File: src/rtl/despill_edge_cleanup_filter_macros.svh
// Assertion macros for the despill filter RTL.
`ifndef DESPILL_EDGE_CLEANUP_FILTER_MACROS_SVH
`define DESPILL_EDGE_CLEANUP_FILTER_MACROS_SVH

// Check a property at every clock edge outside reset.
`define DECE_ASSERT(label, prop, msg) \
  label: assert property (@(posedge clk) disable iff (rst) (prop)) else $error(msg);

// Check that a cause is followed by an effect on the next clock.
`define DECE_ASSERT_NEXT(label, cause, effect, msg) \
  label: assert property (@(posedge clk) disable iff (rst) (cause) |=> (effect)) else $error(msg);

`endif

File: src/rtl/dece_pkg.sv
// Shared types, constants and tables of the despill filter.
`default_nettype none
package dece_pkg;

  localparam int MAX_WIDTH     = 1024;
  localparam int MAX_HEIGHT    = 4096;
  localparam int WINDOW_RADIUS = 2;
  localparam int WIN           = 2 * WINDOW_RADIUS + 1;
  localparam int LINES         = WIN - 1;

  localparam int COL_W = $clog2(MAX_WIDTH);
  localparam int ROW_W = $clog2(MAX_HEIGHT);
  localparam int WW    = 11;
  localparam int HW    = 13;
  localparam int TOL_W = 7;
  localparam int POS_W = $clog2(MAX_WIDTH * MAX_HEIGHT + 2 * MAX_WIDTH + 2);
  localparam int CNT_W = 23;
  localparam logic [CNT_W-1:0] COUNT_MAX = {CNT_W{1'b1}};

  localparam int DIST_W = 18;
  localparam int LIM_W  = 19;
  localparam logic [7:0] OPAQUE_MIN = 8'd128;
  localparam longint unsigned SCALE_NUM  = 44167;
  localparam longint unsigned SCALE_DEN2 = 100000000;

  localparam int FIFO_DEPTH = 8;
  localparam int FIFO_AW    = $clog2(FIFO_DEPTH);
  localparam int FIFO_CW    = $clog2(FIFO_DEPTH + 1);

  localparam int ADDR_W = 5;

  typedef enum logic [2:0] {
    REG_FRINGE_RED   = 3'd0,
    REG_FRINGE_GREEN = 3'd1,
    REG_FRINGE_BLUE  = 3'd2,
    REG_TOLERANCE    = 3'd3,
    REG_DESPILL_MODE = 3'd4,
    REG_IMAGE_WIDTH  = 3'd5,
    REG_IMAGE_HEIGHT = 3'd6
  } reg_idx_t;

  typedef struct packed {
    logic [7:0] pix_alpha;
    logic [7:0] pix_red;
    logic [7:0] pix_green;
    logic [7:0] pix_blue;
    logic       in_region;
    logic       flush;
  } pix_t;

  typedef struct packed {
    logic [7:0]       out_alpha;
    logic [7:0]       out_red;
    logic [7:0]       out_green;
    logic [7:0]       out_blue;
    logic             changed;
    logic             frame_end;
    logic [CNT_W-1:0] modified_count;
  } res_t;

  typedef struct packed {
    logic       region;
    logic [7:0] a;
    logic [7:0] r;
    logic [7:0] g;
    logic [7:0] b;
  } entry_t;

  typedef entry_t [LINES-1:0] line_word_t;
  typedef entry_t [WIN-1:0][WIN-1:0] win_t;

  typedef struct packed {
    logic [WIN-1:0] col_ok;
    logic [WIN-1:0] row_ok;
    logic           frame_end;
  } pos_info_t;

  typedef struct packed {
    logic [7:0]       fr;
    logic [7:0]       fg;
    logic [7:0]       fb;
    logic             strict;
    logic [LIM_W-1:0] lim;
  } cfg_t;

  typedef struct packed {
    logic s0;
    logic s1;
  } occ_t;

  typedef struct packed {
    logic [7:0] a;
    logic [7:0] r;
    logic [7:0] g;
    logic [7:0] b;
    logic       changed;
    logic       frame_end;
  } q_item_t;

  // Largest squared distance that still counts as fringe, per tolerance.
  typedef logic [LIM_W-1:0] lim_tab_t [2**TOL_W];

  function automatic lim_tab_t build_lim();
    lim_tab_t tab;
    longint unsigned t;
    for (int i = 0; i < 2**TOL_W; i++) begin
      t = longint'(i) * SCALE_NUM;
      tab[i] = LIM_W'((t * t) / SCALE_DEN2);
    end
    return tab;
  endfunction

  localparam lim_tab_t LIM_TAB = build_lim();

endpackage
`default_nettype wire

File: src/rtl/dece_fifo.sv
// Short queue between classification and output.
`default_nettype none
`include "despill_edge_cleanup_filter_macros.svh"
module dece_fifo (
  input  logic                           clk,
  input  logic                           rst,
  input  logic                           push,
  input  dece_pkg::q_item_t              push_item,
  input  logic                           pop,
  output dece_pkg::q_item_t              pop_item,
  output logic [dece_pkg::FIFO_CW-1:0]   count
);
  import dece_pkg::*;

  q_item_t            slots [FIFO_DEPTH];
  logic [FIFO_AW-1:0] wp, rp;

  always_ff @(posedge clk) begin
    if (push) begin
      slots[wp] <= push_item;
    end
  end

  always_ff @(posedge clk) begin
    if (rst) begin
      wp    <= '0;
      rp    <= '0;
      count <= '0;
    end else begin
      if (push) wp <= wp + FIFO_AW'(1);
      if (pop) rp <= rp + FIFO_AW'(1);
      if (push && !pop) begin
        count <= count + FIFO_CW'(1);
      end else if (pop && !push) begin
        count <= count - FIFO_CW'(1);
      end
    end
  end

  assign pop_item = slots[rp];

  `DECE_ASSERT(a_no_overflow, !(push && !pop && (count == FIFO_CW'(FIFO_DEPTH))), "queue overflow")
  `DECE_ASSERT(a_no_underflow, !(pop && (count == '0)), "queue underflow")
  `DECE_ASSERT_NEXT(a_count_up, push && !pop, count == $past(count) + FIFO_CW'(1), "count slip")

endmodule
`default_nettype wire

File: config.mk
export PLATFORM = sky130hd
export DESIGN_NAME = dece_fifo
export DESIGN_NICKNAME = d
export VERILOG_FILES = /design/src/rtl/dece_pkg.sv /design/src/rtl/dece_fifo.sv
export VERILOG_INCLUDE_DIRS = /design/src /design/src/rtl
export SDC_FILE = /design/constraint.sdc
export NUM_CORES = 1
export LEC_CHECK = 0
export BUFFER_PORTS_ARGS = -buffer_cell sky130_fd_sc_hd__buf_2
export CAP_MARGIN = 20
export CORE_ASPECT_RATIO = 1.75
export CORE_UTILIZATION = 50
export CTS_BUF_LIST = sky130_fd_sc_hd__clkbuf_8 sky130_fd_sc_hd__clkbuf_16
export DETAILED_ROUTE_END_ITERATION = 12
export GPL_TIMING_DRIVEN = 0
export MAX_ROUTING_LAYER = met4
export PLACE_DENSITY = 0.79
export SYNTH_ARGS = -nofsm -noshare
export SYNTH_HDL_FRONTEND = slang
export SYNTH_SLANG_ARGS = --single-unit
File: constraint.sdc
create_clock -name clk -period 8.3 [get_ports clk]
set_input_delay 1.66 -clock clk [delete_from_list [all_inputs] [get_ports clk]]
set_output_delay 1.66 -clock clk [all_outputs]
set_load 0.02 [all_outputs]
# After elaboration in Yosys (flattened, before gate mapping)
# Memory sizes are Yosys's and may differ from the RTL's. A register that Yosys moved wholly into a read port is not among the register bits.
# Index checks and enable logic that the tools add are counted.
# totals
regBits	10
ramBits	272
inputBits	38
output_inout_bits	38
wordCells	19
memories	1
# op_classes
add_sub_neg	4
n_mux	6
reduce_logical	5
# memory_table
name	depth	width	rd	rd_clocked_by_memory_dff	write_ports	line_no	text
slots	8	34	1	1	1	dece_fifo.sv:15	q_item_t slots [FIFO_DEPTH];
# ops
cell	count
4-bit two-way mux	2
3-bit by 1-bit adder with 3-bit output, second input constant	2
3-bit two-way mux	2
4-bit by 1-bit adder with 4-bit output, second input constant	1
4-bit by 1-bit subtractor with 4-bit output, second input constant	1
1-bit logical AND	2
1-bit logical NOT	2
1-bit two-way mux	2
2-bit nonzero test	1

# Longest topological paths before layout
# logic_depth
word_depth	4
mapped_depth	8
depth_no_buf	8

# Worst setup path before layout
# Ideal clock, no wire load.
# synth_timing
path_type	input -> register
from	in push
to	mem slots[0][0] in the netlist's numbering (enable)
setup_time_ns	0.468
arrival_ns	4.110
t_required_ns	7.832
slack_ns	3.722
cell_stages	2
path_buffers	0
path_cell_list	nand2b_1 -> nor3_1
# synth_between
elab_chain_len	2
# synth_rtl
element	line_no	text
start: declaration	dece_fifo.sv:7	input logic push,
1-bit two-way mux	dece_fifo.sv:19	if (push) begin
1-bit two-way mux (implied by the code)	dece_fifo.sv:20	slots[wp] <= push_item;
end: declaration	dece_fifo.sv:15	
# Every way passes these cells.

==> flow_summary_export.csv <==
group,metric,value,unit
clocking,cts_buffers,23,
floorplanning,die_height,198,um
setup_path,critical_path_required,6640,ps
clocking,cts-root-buf,"clkbuf_16",
setup_path,start_kind,"flip-flop",
floorplanning,io_pins,76,
run,cap_violations,0,
timing,fin_skew,9.23,ps
clocking,post_cts_resized,0,
timing,setup_viol,0,
clocking,postCtsHoldBufs,0,
timing,hold_violations,0,
setup_path,r2r_start,"wp[0]$_SDFFE_PP0P_",
floorplanning,fp.dieArea,0.0225,mm2
setup_path,crit-reg2reg-capture,"slots[1][11]$_DFFE_PP_",
clocking,cts_buffer_depth,3,
grt,grt_usage,0.200,
clocking,insertion_delay,510,ps
layout,area_growth_syn_to_layout,16.3,%
setup_path,worstSetupPathType,"flip-flop to primary output",
timing,rsz0062_at_grt,"false",
place,dpl.hpwl,13200,um
detailed_routing,ant_nets,0,
setup_path,r2r.worst_path.cells,5,
yosys,synthCells,461,
floorplanning,die_w,114,um
detailed_routing,viasPerCell,5.65,
setup_path,worstSetupEndpointType,"primary output",
setup_path,worstPathArrival,2610,ps
detailed_routing,wire_per_inst,23.9,um
pwr,finalPower,3.03,mW
clocking,htree_levels,1,
timing,slew_headroom,0.353,
setup_path,crit_fanout,10,
place,gp_congestion,0.768,
clocking,path_clk_slew,70,ps
timing,max_freq,234,MHz
yosys,synth_area,0.0109,mm2
clocking,cts_setup_buffers,0,
floorplanning,rows,71,
grt,grt_antenna_before_repair,1,
status,outcome,"finished, final reports clean",
min_path,hp-class,"flip-flop to flip-flop",
grt,grtUsageMet3,0.0273,
layout,drive_above_1_share,0.407,
timing,tns,0,ps
timing,hold_ws,535,ps
grt,grt_pass1_vias,5438,
floorplanning,core-area,0.0215,mm2
yosys,synth_seq_cells,285,
detailed_routing,routed_wl,21100,um
pwr,p_leak,4.18,nW
grt,met1_usage,0.238,
timing,finalCriticalPeriod,4270,ps
timing,final.period_utilization,0.514,
place,io_buffers,75,
detailed_routing,initialDrtViolationCount,494,
yosys,synth.distinct_cells,28,
yosys,syn_avg_cell_area,23.7,um2
yosys,syn-num-nets,505,
pwr,ir_drop,0.173,mV
grt,grt_busiest_layer,"met2",
yosys,yosysWarningCount,0,
place,dp.cells,843,
timing,worstMarginPinSlew,970,ps
clocking,clock_sinks,285,
grt,grt_pass1_wl,31700,um
detailed_routing,firstDrtPassIters,5,
yosys,synth-seq-area-share,0.771,
detailed_routing,drcViolationCount,0,
grt,grt_overflow,0,
grt,grt_max_degree,24,
clocking,cts_tree,"yes",
floorplanning,start_util,0.509,
layout,fin_cells,885,
timing,report.final.slew_viol_count,0,
pwr,p_per_area,238,mW/mm2
grt,grt_use_met2,0.351,
layout,fin_util,0.591,
setup_path,endpoint,"pop_item[24]",
detailed_routing,via_count,4999,
setup_path,rrSetupSlack,6250,ps
layout,nets,620,
==> layout by cell type, fill, tap and decap left out, types with 5 or more instances in the layout <==
| cell type | count |
|---|---|
| ha_1 | 5 |
| clkbuf_16 | 23 |
| mux4_2 | 59 |
| clkbuf_1 | 9 |
| mux4_1 | 9 |
| buf_2 | 82 |
| edfxtp_1 | 272 |
| mux2_4 | 20 |
| nor2_1 | 12 |
| dfxtp_1 | 13 |
| mux2_2 | 14 |
| nor2_4 | 6 |
| buf_12 | 9 |
| buf_6 | 9 |
==> sequential cells by signal, summed over array words and instances, names as in the netlist, named ones only <==
signal,count
count,4
slots,272
rp,3
wp,3
==> area by class of cell <==
class	count	area, um2
antenna	1	2.50
buffer	22	151
clock buffer	23	576
clock inverter	18	186
fill	1521	8780
inverter	2	7.51
multi-input combinational	152	2400
sequential	285	8430
tap	292	365
timing repair buffer	90	593
==> Yosys cell counts (all sizes together) <==
cell type | number | area share
mux2 | 35 | 0.043
nand3 | 1 | 0.00046
inv | 2 | 0.00069
xnor2 | 2 | 0.0016
ha | 5 | 0.0057
edfxtp | 272 | 0.75
dfxtp | 13 | 0.024
buf | 12 | 0.010
a21oi | 3 | 0.0014
mux4 | 68 | 0.14
clkbuf | 10 | 0.0038
nor3 | 2 | 0.00092
xor2 | 3 | 0.0024
nand2b | 4 | 0.0023
fa | 1 | 0.0018
nor2b | 1 | 0.00057
mux2i | 3 | 0.0027
nor2 | 18 | 0.0062
a211oi | 1 | 0.00069
nand2 | 4 | 0.0014
a31oi | 1 | 0.00057
==> routing by layer <==
metal | wire length [um] | vias up
met1 | 7680 | 2599
met4 | 567 | 0
met5 | 0 | -
li1 | - | 2163
met3 | 1230 | 43
met2 | 11600 | 194
==> worst min-delay path by stage <==
stage,end,start,slack (ps),depth (start not counted)
2_1_floorplan,wp[0]$_SDFFE_PP0P_,wp[0]$_SDFFE_PP0P_,470,2
3_3_place_gp,wp[0]$_SDFFE_PP0P_,wp[0]$_SDFFE_PP0P_,480,2
3_5_place_dp,wp[0]$_SDFFE_PP0P_,wp[0]$_SDFFE_PP0P_,530,2
4_1_cts,wp[0]$_SDFFE_PP0P_,wp[0]$_SDFFE_PP0P_,540,2
5_1_grt,wp[0]$_SDFFE_PP0P_,wp[0]$_SDFFE_PP0P_,570,2
6_report,wp[0]$_SDFFE_PP0P_,wp[0]$_SDFFE_PP0P_,530,2
==> worst max-delay path: stages (launching register included) <==
cell and delay, ps:
dfxtp_1 320, clkbuf_1 260, buf_2 360, buf_2 360, mux4_2 360, mux2_4 280
buf_2 160
==> power breakdown <==
group / total (mW) / internal (mW) / switching [mW]
sequential: 1.62 / 1.61 / 0.0128
combinational: 0.310 / 0.145 / 0.164
clock: 1.10 / 0.607 / 0.491
==> logic make-up (layout without fill, tap and decap cells) <==
| logic type | count (synthesis) | after routing | share of synthesized area |
|---|---|---|---|
| xor+xnor | 5 | 5 | 0.00401 |
| fa+ha+maj | 6 | 6 | 0.00755 |
| compound gates | 5 | 5 | 0.00263 |
| simple gates | 30 | 30 | 0.0118 |
| buf+inv | 24 | 155 | 0.0145 |
| mux | 106 | 106 | 0.189 |
| flops | 285 | 285 | 0.771 |
| other cells | 0 | 1 | 0 |
==> metrics by stage <==
step | setup slack [ps] | area (um2)
finish | 4030 | 12700
global route | 3940 | 12700
CTS | 4010 | 12700
detailed placement | 4560 | 11900
global placement | 1060 | 11700
floorplan | 3720 | 10900
(Power assumes the default switching activity.)
