==> src/rtl/despill_edge_cleanup_filter_macros.svh <==
// Assertion macros for the despill filter RTL.
`ifndef DESPILL_EDGE_CLEANUP_FILTER_MACROS_SVH
`define DESPILL_EDGE_CLEANUP_FILTER_MACROS_SVH

// Check a property at every clock edge outside reset.
`define DECE_ASSERT(label, prop, msg) \
  label: assert property (@(posedge clk) disable iff (rst) (prop)) else $error(msg);

// Check that a cause is followed by an effect on the next clock.
`define DECE_ASSERT_NEXT(label, cause, effect, msg) \
  label: assert property (@(posedge clk) disable iff (rst) (cause) |=> (effect)) else $error(msg);

`endif

==> src/rtl/dece_pkg.sv <==
// Shared types, constants and tables of the despill filter.
`default_nettype none
package dece_pkg;

  localparam int MAX_WIDTH     = 1024;
  localparam int MAX_HEIGHT    = 4096;
  localparam int WINDOW_RADIUS = 2;
  localparam int WIN           = 2 * WINDOW_RADIUS + 1;
  localparam int LINES         = WIN - 1;

  localparam int COL_W = $clog2(MAX_WIDTH);
  localparam int ROW_W = $clog2(MAX_HEIGHT);
  localparam int WW    = 11;
  localparam int HW    = 13;
  localparam int TOL_W = 7;
  localparam int POS_W = $clog2(MAX_WIDTH * MAX_HEIGHT + 2 * MAX_WIDTH + 2);
  localparam int CNT_W = 23;
  localparam logic [CNT_W-1:0] COUNT_MAX = {CNT_W{1'b1}};

  localparam int DIST_W = 18;
  localparam int LIM_W  = 19;
  localparam logic [7:0] OPAQUE_MIN = 8'd128;
  localparam longint unsigned SCALE_NUM  = 44167;
  localparam longint unsigned SCALE_DEN2 = 100000000;

  localparam int FIFO_DEPTH = 8;
  localparam int FIFO_AW    = $clog2(FIFO_DEPTH);
  localparam int FIFO_CW    = $clog2(FIFO_DEPTH + 1);

  localparam int ADDR_W = 5;

  typedef enum logic [2:0] {
    REG_FRINGE_RED   = 3'd0,
    REG_FRINGE_GREEN = 3'd1,
    REG_FRINGE_BLUE  = 3'd2,
    REG_TOLERANCE    = 3'd3,
    REG_DESPILL_MODE = 3'd4,
    REG_IMAGE_WIDTH  = 3'd5,
    REG_IMAGE_HEIGHT = 3'd6
  } reg_idx_t;

  typedef struct packed {
    logic [7:0] pix_alpha;
    logic [7:0] pix_red;
    logic [7:0] pix_green;
    logic [7:0] pix_blue;
    logic       in_region;
    logic       flush;
  } pix_t;

  typedef struct packed {
    logic [7:0]       out_alpha;
    logic [7:0]       out_red;
    logic [7:0]       out_green;
    logic [7:0]       out_blue;
    logic             changed;
    logic             frame_end;
    logic [CNT_W-1:0] modified_count;
  } res_t;

  typedef struct packed {
    logic       region;
    logic [7:0] a;
    logic [7:0] r;
    logic [7:0] g;
    logic [7:0] b;
  } entry_t;

  typedef entry_t [LINES-1:0] line_word_t;
  typedef entry_t [WIN-1:0][WIN-1:0] win_t;

  typedef struct packed {
    logic [WIN-1:0] col_ok;
    logic [WIN-1:0] row_ok;
    logic           frame_end;
  } pos_info_t;

  typedef struct packed {
    logic [7:0]       fr;
    logic [7:0]       fg;
    logic [7:0]       fb;
    logic             strict;
    logic [LIM_W-1:0] lim;
  } cfg_t;

  typedef struct packed {
    logic s0;
    logic s1;
  } occ_t;

  typedef struct packed {
    logic [7:0] a;
    logic [7:0] r;
    logic [7:0] g;
    logic [7:0] b;
    logic       changed;
    logic       frame_end;
  } q_item_t;

  // Largest squared distance that still counts as fringe, per tolerance.
  typedef logic [LIM_W-1:0] lim_tab_t [2**TOL_W];

  function automatic lim_tab_t build_lim();
    lim_tab_t tab;
    longint unsigned t;
    for (int i = 0; i < 2**TOL_W; i++) begin
      t = longint'(i) * SCALE_NUM;
      tab[i] = LIM_W'((t * t) / SCALE_DEN2);
    end
    return tab;
  endfunction

  localparam lim_tab_t LIM_TAB = build_lim();

endpackage
`default_nettype wire

==> src/rtl/dece_back.sv <==
// Output stage: result register and running modified count.
`default_nettype none
module dece_back (
  input  logic                          clk,
  input  logic                          rst,
  input  logic [dece_pkg::FIFO_CW-1:0]  q_count,
  input  dece_pkg::q_item_t             q_item,
  output logic                          pop,
  output logic                          res_valid,
  input  logic                          res_ready,
  output dece_pkg::res_t                res_data
);
  import dece_pkg::*;

  logic [CNT_W-1:0] total, total_next;

  assign pop = (q_count != '0) && (!res_valid || res_ready);

  always_comb begin
    total_next = total;
    if (q_item.changed && (total != COUNT_MAX)) begin
      total_next = total + CNT_W'(1);
    end
  end

  always_ff @(posedge clk) begin
    if (rst) begin
      res_valid <= 1'b0;
      total     <= '0;
    end else if (pop) begin
      res_valid <= 1'b1;
      total     <= q_item.frame_end ? '0 : total_next;
    end else if (res_ready) begin
      res_valid <= 1'b0;
    end
  end

  always_ff @(posedge clk) begin
    if (pop) begin
      res_data <= '{out_alpha: q_item.a, out_red: q_item.r, out_green: q_item.g,
                    out_blue: q_item.b, changed: q_item.changed,
                    frame_end: q_item.frame_end, modified_count: total_next};
    end
  end

endmodule
`default_nettype wire

==> config.mk <==
export PLATFORM = sky130hd
export DESIGN_NAME = dece_back
export DESIGN_NICKNAME = d
export VERILOG_FILES = /design/src/rtl/despill_edge_cleanup_filter_macros.svh /design/src/rtl/dece_pkg.sv /design/src/rtl/dece_back.sv
export SDC_FILE = /design/constraint.sdc
export NUM_CORES = 1
export LEC_CHECK = 0
export BUFFER_PORTS_ARGS = -buffer_cell sky130_fd_sc_hd__buf_2
export CORE_MARGIN = 2
export CORE_UTILIZATION = 51
export DETAILED_ROUTE_END_ITERATION = 7
export GPL_ROUTABILITY_DRIVEN = 0
export PLACE_DENSITY = 0.87
export SYNTH_ARGS = -nofsm -noshare
export SYNTH_HDL_FRONTEND = slang
export SYNTH_SLANG_ARGS = --single-unit
==> constraint.sdc <==
create_clock -name clk -period 4.1 [get_ports clk]
set_clock_uncertainty 0.1 [all_clocks]
set_input_delay 0.82 -clock clk [delete_from_list [all_inputs] [get_ports clk]]
set_output_delay 0.82 -clock clk [all_outputs]
set_load 0.02 [all_outputs]
# Yosys cells after proc, flatten, opt, wreduce, memory -nomap -nowiden
# Cells that the tools add are included.
[word_totals]
register_bits = 81
latchBits = 0
mem_bits_rw = 0
mem_bits_ro = 0
in_bits = 41
memories = 0
[op_classes]
addsub = 1
mul = 0
div_mod_pow = 0
n_lt_le_gt_ge = 0
eq_ne = 1
shift = 0
mux = 4
bitwise_logic = 0
n_reduce_logical = 6
[ops]
columns = ["cell", "n"]
rows = [
  ["$mux 23", 2],
  ["$add 23x1->23 const B", 1],
  ["$ne 23x23->1 const B", 1],
  ["$reduce_bool 4->1", 1],
  ["$logic_and 1x1->1", 2],
  ["$mux 1", 2],
  ["$reduce_bool 2->1", 1],
  ["$logic_not 1->1", 1],
  ["$logic_or 1x1->1", 1],
]

# Depth between registers and ports, before layout
# Gate-level depths: netlist (run 1).
[logic_depth]
ltp_word = 4
mapped_depth = 7

# Worst setup path after synthesis (run 1)
# Ideal clock, no wire load.
[synth_timing]
path_kind = "input -> register"
from = "input q_count[1] (netlist bit)"
to = "register total[16]"
setup_time_ns = 0.087
arrival_ns = 3.029
setup_slack_ns = 0.884
path_stages = 6
n_path_buf = 0
path_cell_list = "or4_1 nand2_1 inv_1 nor2_1 o21ai_0 o31ai_1"
[synth_between]
elab_chain_cells = 2
[synth_rtl]
columns = ["element", "line_no", "text"]
rows = [
  ["start: declaration", "dece_back.sv:6", "input logic [dece_pkg::FIFO_CW-1:0] q_count,"],
  ["$reduce_bool 4->1", "dece_back.sv:17", "assign pop = (q_count != '0) && (!res_valid || res_ready);"],
  ["$logic_and 1x1->1", "dece_back.sv:17", ""],
  ["via pop", "dece_back.sv:8", "output logic pop,"],
  ["end signal: assignment", "dece_back.sv:32", "total <= q_item.frame_end ? '0 : total_next;"],
  ["end: declaration", "dece_back.sv:15", "logic [CNT_W-1:0] total, total_next;"],
]
# The timed path passes the listed nets, and every way through them passes these cells.
# A chain may end at the register's enable or synchronous reset.

# Final worst setup path (run 1)
[layout_timing]
from = "input q_count[1] (netlist bit)"
to = "output pop"
[layout_between]
elab_chain_cells = 2
[layout_rtl]
columns = ["element", "line_no"]
rows = [
  ["$reduce_bool 4->1", "dece_back.sv:17"],
  ["$logic_and 1x1->1", "dece_back.sv:17"],
  ["end: declaration", "dece_back.sv:8"],
]
# Every way passes these cells.

==> metrics.txt, run 1 <==
status finished clean; CTS clk-pin slew, worst paths 0.08 ns; First-pass DRT Iterations 5; Top Layer Used met4; measured slew at the worst slew-check pin 0.716 ns; GRT Overall Usage 0.207; area grow syn2layout 23.8%; share of the yosys chip area belonging to registers 0.644; Register-to-Register Path Depth 4; clock latency on the worst-skew pair 0.35 ns; routed vias 2714; FMAX 0.337 GHz; cell count after synthesis 280; Worst Hold Path EP total[21]; crit path DAT 2.04 ns; worst reg2reg endpoint res_data[1]; Final setup viols 0; final cycle utilization of the critical path 0.723; min-delay worst type reg -> reg; die width 85.7 um; met1 wire length 3180 um; number of flops mapped to enable cells by yosys 57; syn_nets 322; Die ar. 7340 um^2; yosys warns 0; # fillers 481; min-delay src total[21]; critical path capture point type primary output; maxcap violations 0; post-route insts no fill 464; hold path depth 2; mean post-synth cell area 12.2 um^2; Layout Utilization 0.660; CTS H-tree depth 3; I/O pins 100; largest net degree at the start of global routing 35; Num Clock Sinks 81; initial antenna violation count 0; Startpoint Class input pin; Crit Path Max Fanout 26; combinational power share 0.091; Seq cells post-synth 81; top-area cell type share of the netlist area 0.503; Worst Path Required 3.18 ns; Max-slew headroom 0.518; Die Height 85.7 um; placed inst area 3970 um^2; post-route cell area 4210 um^2; Clock Path Buffers 2; unrepaired setup endpoints after global routing no; Mapped Area 3400 um^2; worst reg2reg path startpoint total[18]; LEAKAGE 1.67 nW; Max Slew Vio Count 0; global-route wire length before repair 11900 um; Ant. Diodes 0; Initial DRC Count 210; metal2 WL 3570 um; Net Sw Frac 0.232; metal3 WL 672 um; post-CTS setup buffers 0; post-CTS sizing 0; ys flop type edfxtp_1; cts-stage hold buffer count 0; PortBufs 99; Hold Fails Final Rpt 0; Period minus WS final 2.96 ns; worst reg-to-reg setup slack 1.51 ns; final hold slack 0.422 ns; Synth area leader edfxtp_1; final antenna-violating net count 0; largest cells by area after synthesis edfxtp_1, dfxtp_1, xnor2_1, a31oi_1, nand2_1; global route total overflow 0; clock buffer count from CTS 9; drt wl/cell 16.2 um; Crit Path Class in -> out; share of post-route cells with drive strength above 1 0.318; clock root buffer clkbuf_8; Starting Density 0.533; setup tns final 0 ns; CTS tree yes; Worst VDD drop 337 uV; Power Dens Cells 428 nW/um^2; final wirelength 7520 um; Core ar. 6390 um^2; Post-synth ARST share 0; sequential share of power 0.520; vias in the first global route 2443; Clock power frac 0.389; DR DRC count 0; switching power 0.000419 W; Via density 5.85; Yosys cell types 42; Nets 424; dpl cells 448; cell-internal power 0.00138 W; # rows 29; hpwl dp 5350 um
-- how the worst max path moves through the flow --
stage / from / end / slack, ns / depth (start not counted)
after global routing: q_count[1] / pop / 1.06 / 5
after global placement: q_count[1] / pop / 1.15 / 5
after detailed placement: q_count[1] / pop / 1.12 / 5
after floorplan: q_count[1] / total[16] / 0.88 / 6
final: q_count[1] / pop / 1.14 / 5
after CTS: q_count[1] / pop / 1.12 / 5
-- power groups by stage --
stage / Sequential (W) / Clock (W) / Combinational, W
final: 0.000937 / 0.000701 / 0.000165
after floorplan: 0.00101 / 0 / 0.0000359
after global placement: 0.000955 / 0 / 0.000163
after global routing: 0.000941 / 0.000744 / 0.000176
after CTS: 0.000938 / 0.000715 / 0.000166
after detailed placement: 0.000956 / 0 / 0.000166
-- metal layers --
layer	vias to the layer above	global-route usage
li1	1273	-
met1	1290	0.270
met2	139	0.348
met3	12	0.0549
met4	0	0.0491
met5	-	0
-- cells by family after synthesis --
kind of cell | Yosys count | synth area share
compound gates | 61 | 0.113
xor+xnor | 20 | 0.0515
fa+ha+maj | 1 | 0.00368
buf+inv | 20 | 0.0239
flops | 81 | 0.644
mux | 2 | 0.00625
simple gates | 95 | 0.157
-- cell usage after synthesis, types with 2 or more instances --
master	number
xnor2_1	16
o2111ai_1	2
or4_1	5
edfxtp_1	57
inv_1	9
o21ai_1	5
and4_1	4
a31oi_1	14
nand3_1	15
nor2b_1	2
buf_2	3
o22ai_1	2
o21ai_0	9
clkbuf_1	6
and2_1	3
a21oi_1	14
nor4_1	3
nor2_1	14
nand2b_1	2
xor2_1	4
nand2_1	23
dfxtp_1	24
o211ai_1	5
o31a_1	2
nand4_1	7
clkbuf_2	2
or3_1	10
a22o_1	2
and3_1	3
-- through the flow --
step / worst slack [ns] / total power [W]
after floorplan: 0.884 / 0.00105
after global placement: 1.15 / 0.00112
after detailed placement: 1.12 / 0.00112
after CTS: 1.12 / 0.00182
after global routing: 1.06 / 0.00186
final: 1.14 / 0.00180
-- area by class of cell --
cell class                      instances  area, um^2  share of cell area
Inverter                                9        33.8             0.00802
Sequential cell                        81        2190               0.520
Clock inverter                          6         115              0.0273
Clock buffer                           10         128              0.0303
Timing Repair Buffer                  102         518               0.123
Tap cell                               77        96.3              0.0229
Multi-Input combinational cell        179        1130               0.268
-- flip-flops by register name, indices dropped and copies added, names as in the netlist --
name and count:
res_valid 1, total 23, res_data 57
-- critical path, stage by stage --
cell	delay, ns
buf_2	0.10
or4_1	0.54
nand2_1	0.12
inv_2	0.21
buf_2	0.25
-- cell usage in the layout (no fill, tap or decap), types with 2 or more instances in the layout --
| cell type | Yosys | layout |
|---|---|---|
| a21oi_1 | 14 | 14 |
| a22o_1 | 2 | 2 |
| a31oi_1 | 14 | 14 |
| and2_1 | 3 | 3 |
| and3_1 | 3 | 3 |
| and4_1 | 4 | 4 |
| buf_2 | 3 | 99 |
| buf_4 | 0 | 3 |
| bufinv_16 | 0 | 3 |
| clkbuf_8 | 0 | 9 |
| dfxtp_1 | 24 | 24 |
| edfxtp_1 | 57 | 57 |
| inv_1 | 9 | 8 |
| inv_6 | 0 | 2 |
| nand2_1 | 23 | 23 |
| nand2b_1 | 2 | 2 |
| nand3_1 | 15 | 15 |
| nand4_1 | 7 | 7 |
| nor2_1 | 14 | 14 |
| nor2b_1 | 2 | 2 |
| nor4_1 | 3 | 3 |
| o2111ai_1 | 2 | 2 |
| o211ai_1 | 5 | 5 |
| o21ai_0 | 9 | 9 |
| o21ai_1 | 5 | 5 |
| o22ai_1 | 2 | 2 |
| o31a_1 | 2 | 2 |
| or3_1 | 10 | 10 |
| or4_1 | 5 | 5 |
| xnor2_1 | 16 | 16 |
| xor2_1 | 4 | 4 |
(Power assumes the default switching activity.)
==> run 2, diff against run 1 <==
CORE_UTILIZATION = 46   (was 51)
PLACE_DENSITY = 0.83   (was 0.87)
clock period = 2.7 ns   (was 4.1 ns; I/O delays follow)
==> run 2 against run 1 <==
Effect of this change: clock power increased by 35%; first-iteration DRC count increased by 30%; sequential power increased by 52%; power increased by 46%; final cell count increased by 6.5%; die area increased by 10%; critical path depth unchanged; global-route usage decreased by 1.5 points; sequential cell count unchanged; wire length decreased by 0.12%; setup slack got worse by 0.77 ns; clock-buffer cell count decreased by 1; largest cell class unchanged; highest routed layer unchanged.
==> metrics.txt, run 2 (synthesis results as in run 1) <==
CTS clk-pin slew, worst paths 0.08 ns (about the same); Die Height 90.0 um (+5.0%); # rows 31 (+6.9%); Worst Hold Path EP res_data[44]; share of post-route cells with drive strength above 1 0.339 (+0.0214); clock latency on the worst-skew pair 0.34 ns (about the same); most common cell after layout, fill and taps aside buf_2; max incr delay on CP 0.56 ns (+0.02 ns); global route total overflow 0 (unchanged); Net Sw Frac 0.238 (+0.00575); Via density 5.50 (-6.0%); Core ar. 7210 um^2 (+13%); I/O pins 100 (unchanged); CTS H-tree depth 3 (unchanged); die width 90.0 um (+5.0%); PortBufs 99 (unchanged); drt wl/cell 15.2 um (-6.2%); Startpoint Class input pin; Worst Path Required 2.06 ns (-1.12 ns); Worst path most repeated cell buf_2; max reg flops 57 (unchanged); clock buffer count from CTS 9 (unchanged); Clock power frac 0.360 (-0.029); Nets 432 (+1.9%); DR DRC count 0 (unchanged); worst reg2reg path startpoint total[0]; sequential share of power 0.540 (+0.020); Period minus WS final 2.34 ns; Clock Path Buffers 2 (unchanged); critical path capture point type primary output; First-pass DRT Iterations 5 (unchanged); Crit Path Max Fanout 6 (-77%); global-route wire length before repair 12400 um (+3.6%); post-route cell area 4300 um^2 (+2.0%); Reg with most FFs res_data; Final setup viols 0 (unchanged); unrepaired setup endpoints after global routing no; LEAKAGE 1.69 nW (+1.1%); Register-to-Register Path Depth 6 (+2); cts-stage hold buffer count 0 (unchanged); largest net degree at the start of global routing 32 (-8.6%); post-CTS sizing 0 (unchanged); vias in the first global route 2520 (+3.2%); Die ar. 8100 um^2 (+10%); worst reg-to-reg setup slack 0.40 ns (-1.11 ns); Initial DRC Count 273 (+30%); switching power 0.000627 W (+50%); area grow syn2layout 26.3%; final wirelength 7510 um (-0.12%); FMAX 0.428 GHz; final antenna-violating net count 0 (unchanged); post-CTS setup buffers 0 (unchanged); min-delay worst type in -> reg; Hold Fails Final Rpt 0 (unchanged); most frequent cells in the layout buf_2, edfxtp_1, dfxtp_1; # fillers 598 (+24%); Ant. Diodes 0 (unchanged); cell-internal power 0.00201 W (+45%); Max Slew Vio Count 0 (unchanged); initial antenna violation count 0 (unchanged); clock root buffer clkbuf_8; final cycle utilization of the critical path 0.865; crit path DAT 1.70 ns (-0.34 ns); CP Cell Sequence buf_2, or4_4, nand2_4, clkinvlp_4, buf_2; Crit Path Class in -> out; routed vias 2716 (+0.074%); Worst VDD drop 317 uV (-5.8%); CTS tree yes; combinational power share 0.100 (+0.009); Starting Density 0.472 (-0.0612); measured slew at the worst slew-check pin 0.816 ns (+0.100 ns); hpwl dp 5400 um (+0.96%); maxcap violations 0 (unchanged); min-delay src q_item[21]; placed inst area 4080 um^2 (+2.8%); status finished clean; Place WS 0.355 ns (-0.768 ns); hold path depth 1 (-1); Max stage delay cell, worst path or4_4; biggest regs res_data: 57 flops, total: 23 flops, res_valid: 1 flops; Setup WS post-layout 0.364 ns (-0.773 ns); Power Dens Cells 612 nW/um^2 (+43%); GRT Overall Usage 0.191 (-0.0153); Num Clock Sinks 81 (unchanged); worst reg2reg endpoint res_data[7]; Max-slew headroom 0.451 (-0.0674)
-- run 2: changes by cell type in the layout (fill, tap and decap cells not counted), sizes merged --
cell / delta
buf: +8
bufinv: -1
clkbuf: -1
clkinv: +2
clkinvlp: +3
inv: -3
-- run 2: worst max path at each step --
stage	end	slack, ns	start	cells past startpoint
after global placement	pop	0.37	q_count[1]	5
after floorplan	total[6]	-0.02	q_count[1]	6
after global routing	res_data[7]	0.25	total[0]	6
after detailed placement	pop	0.36	q_count[1]	5
after CTS	pop	0.36	q_count[1]	5
final	pop	0.36	q_count[1]	5
-- run 2: final cells by class --
type / count / area (um^2) / area share
clock inverter: 7 / 95.1 / 0.0221
tap: 99 / 124 / 0.0288
timing repair buffer: 110 / 578 / 0.134
inverter: 9 / 37.5 / 0.00873
clock buffer: 9 / 124 / 0.0288
sequential: 81 / 2190 / 0.510
multi-input combinational: 179 / 1150 / 0.267
-- run 2: power groups by stage --
stage / combinational (W) / sequential, W / clock (W)
after floorplan: 0.0000583 / 0.00154 / 0
after global placement: 0.000259 / 0.00145 / 0
after detailed placement: 0.000265 / 0.00145 / 0
after CTS: 0.000265 / 0.00142 / 0.000970
after global routing: 0.000281 / 0.00143 / 0.00103
final: 0.000264 / 0.00142 / 0.000948
-- run 2: metal layers --
metal / up-vias / GRT usage / wire [um]
met5: - / 0 / 0
li1: 1282 / - / -
met3: 8 / 0.0578 / 620
met4: 0 / 0.0603 / 92
met1: 1277 / 0.251 / 3280
met2: 149 / 0.307 / 3520
-- run 2: metrics by stage --
stage | util | setup TNS, ns | std cells | power, W | hold slack [ns]
after global placement | 0.566 | 0 | 478 | 0.00171 | 0.390
final | 0.596 | 0 | 494 | 0.00263 | 0.266
after CTS | 0.596 | 0 | 494 | 0.00266 | 0.246
after detailed placement | 0.566 | 0 | 478 | 0.00171 | 0.404
after floorplan | - | -0.0633 | 280 | 0.00159 | 0.370
after global routing | 0.596 | 0 | 494 | 0.00274 | 0.232
-- run 2: worst max-delay path, delay by kind of cell --
kind | cells | cell delay (ns)
and+or+nand+nor | 2 | 0.68
buffers and inverters | 3 | 0.47
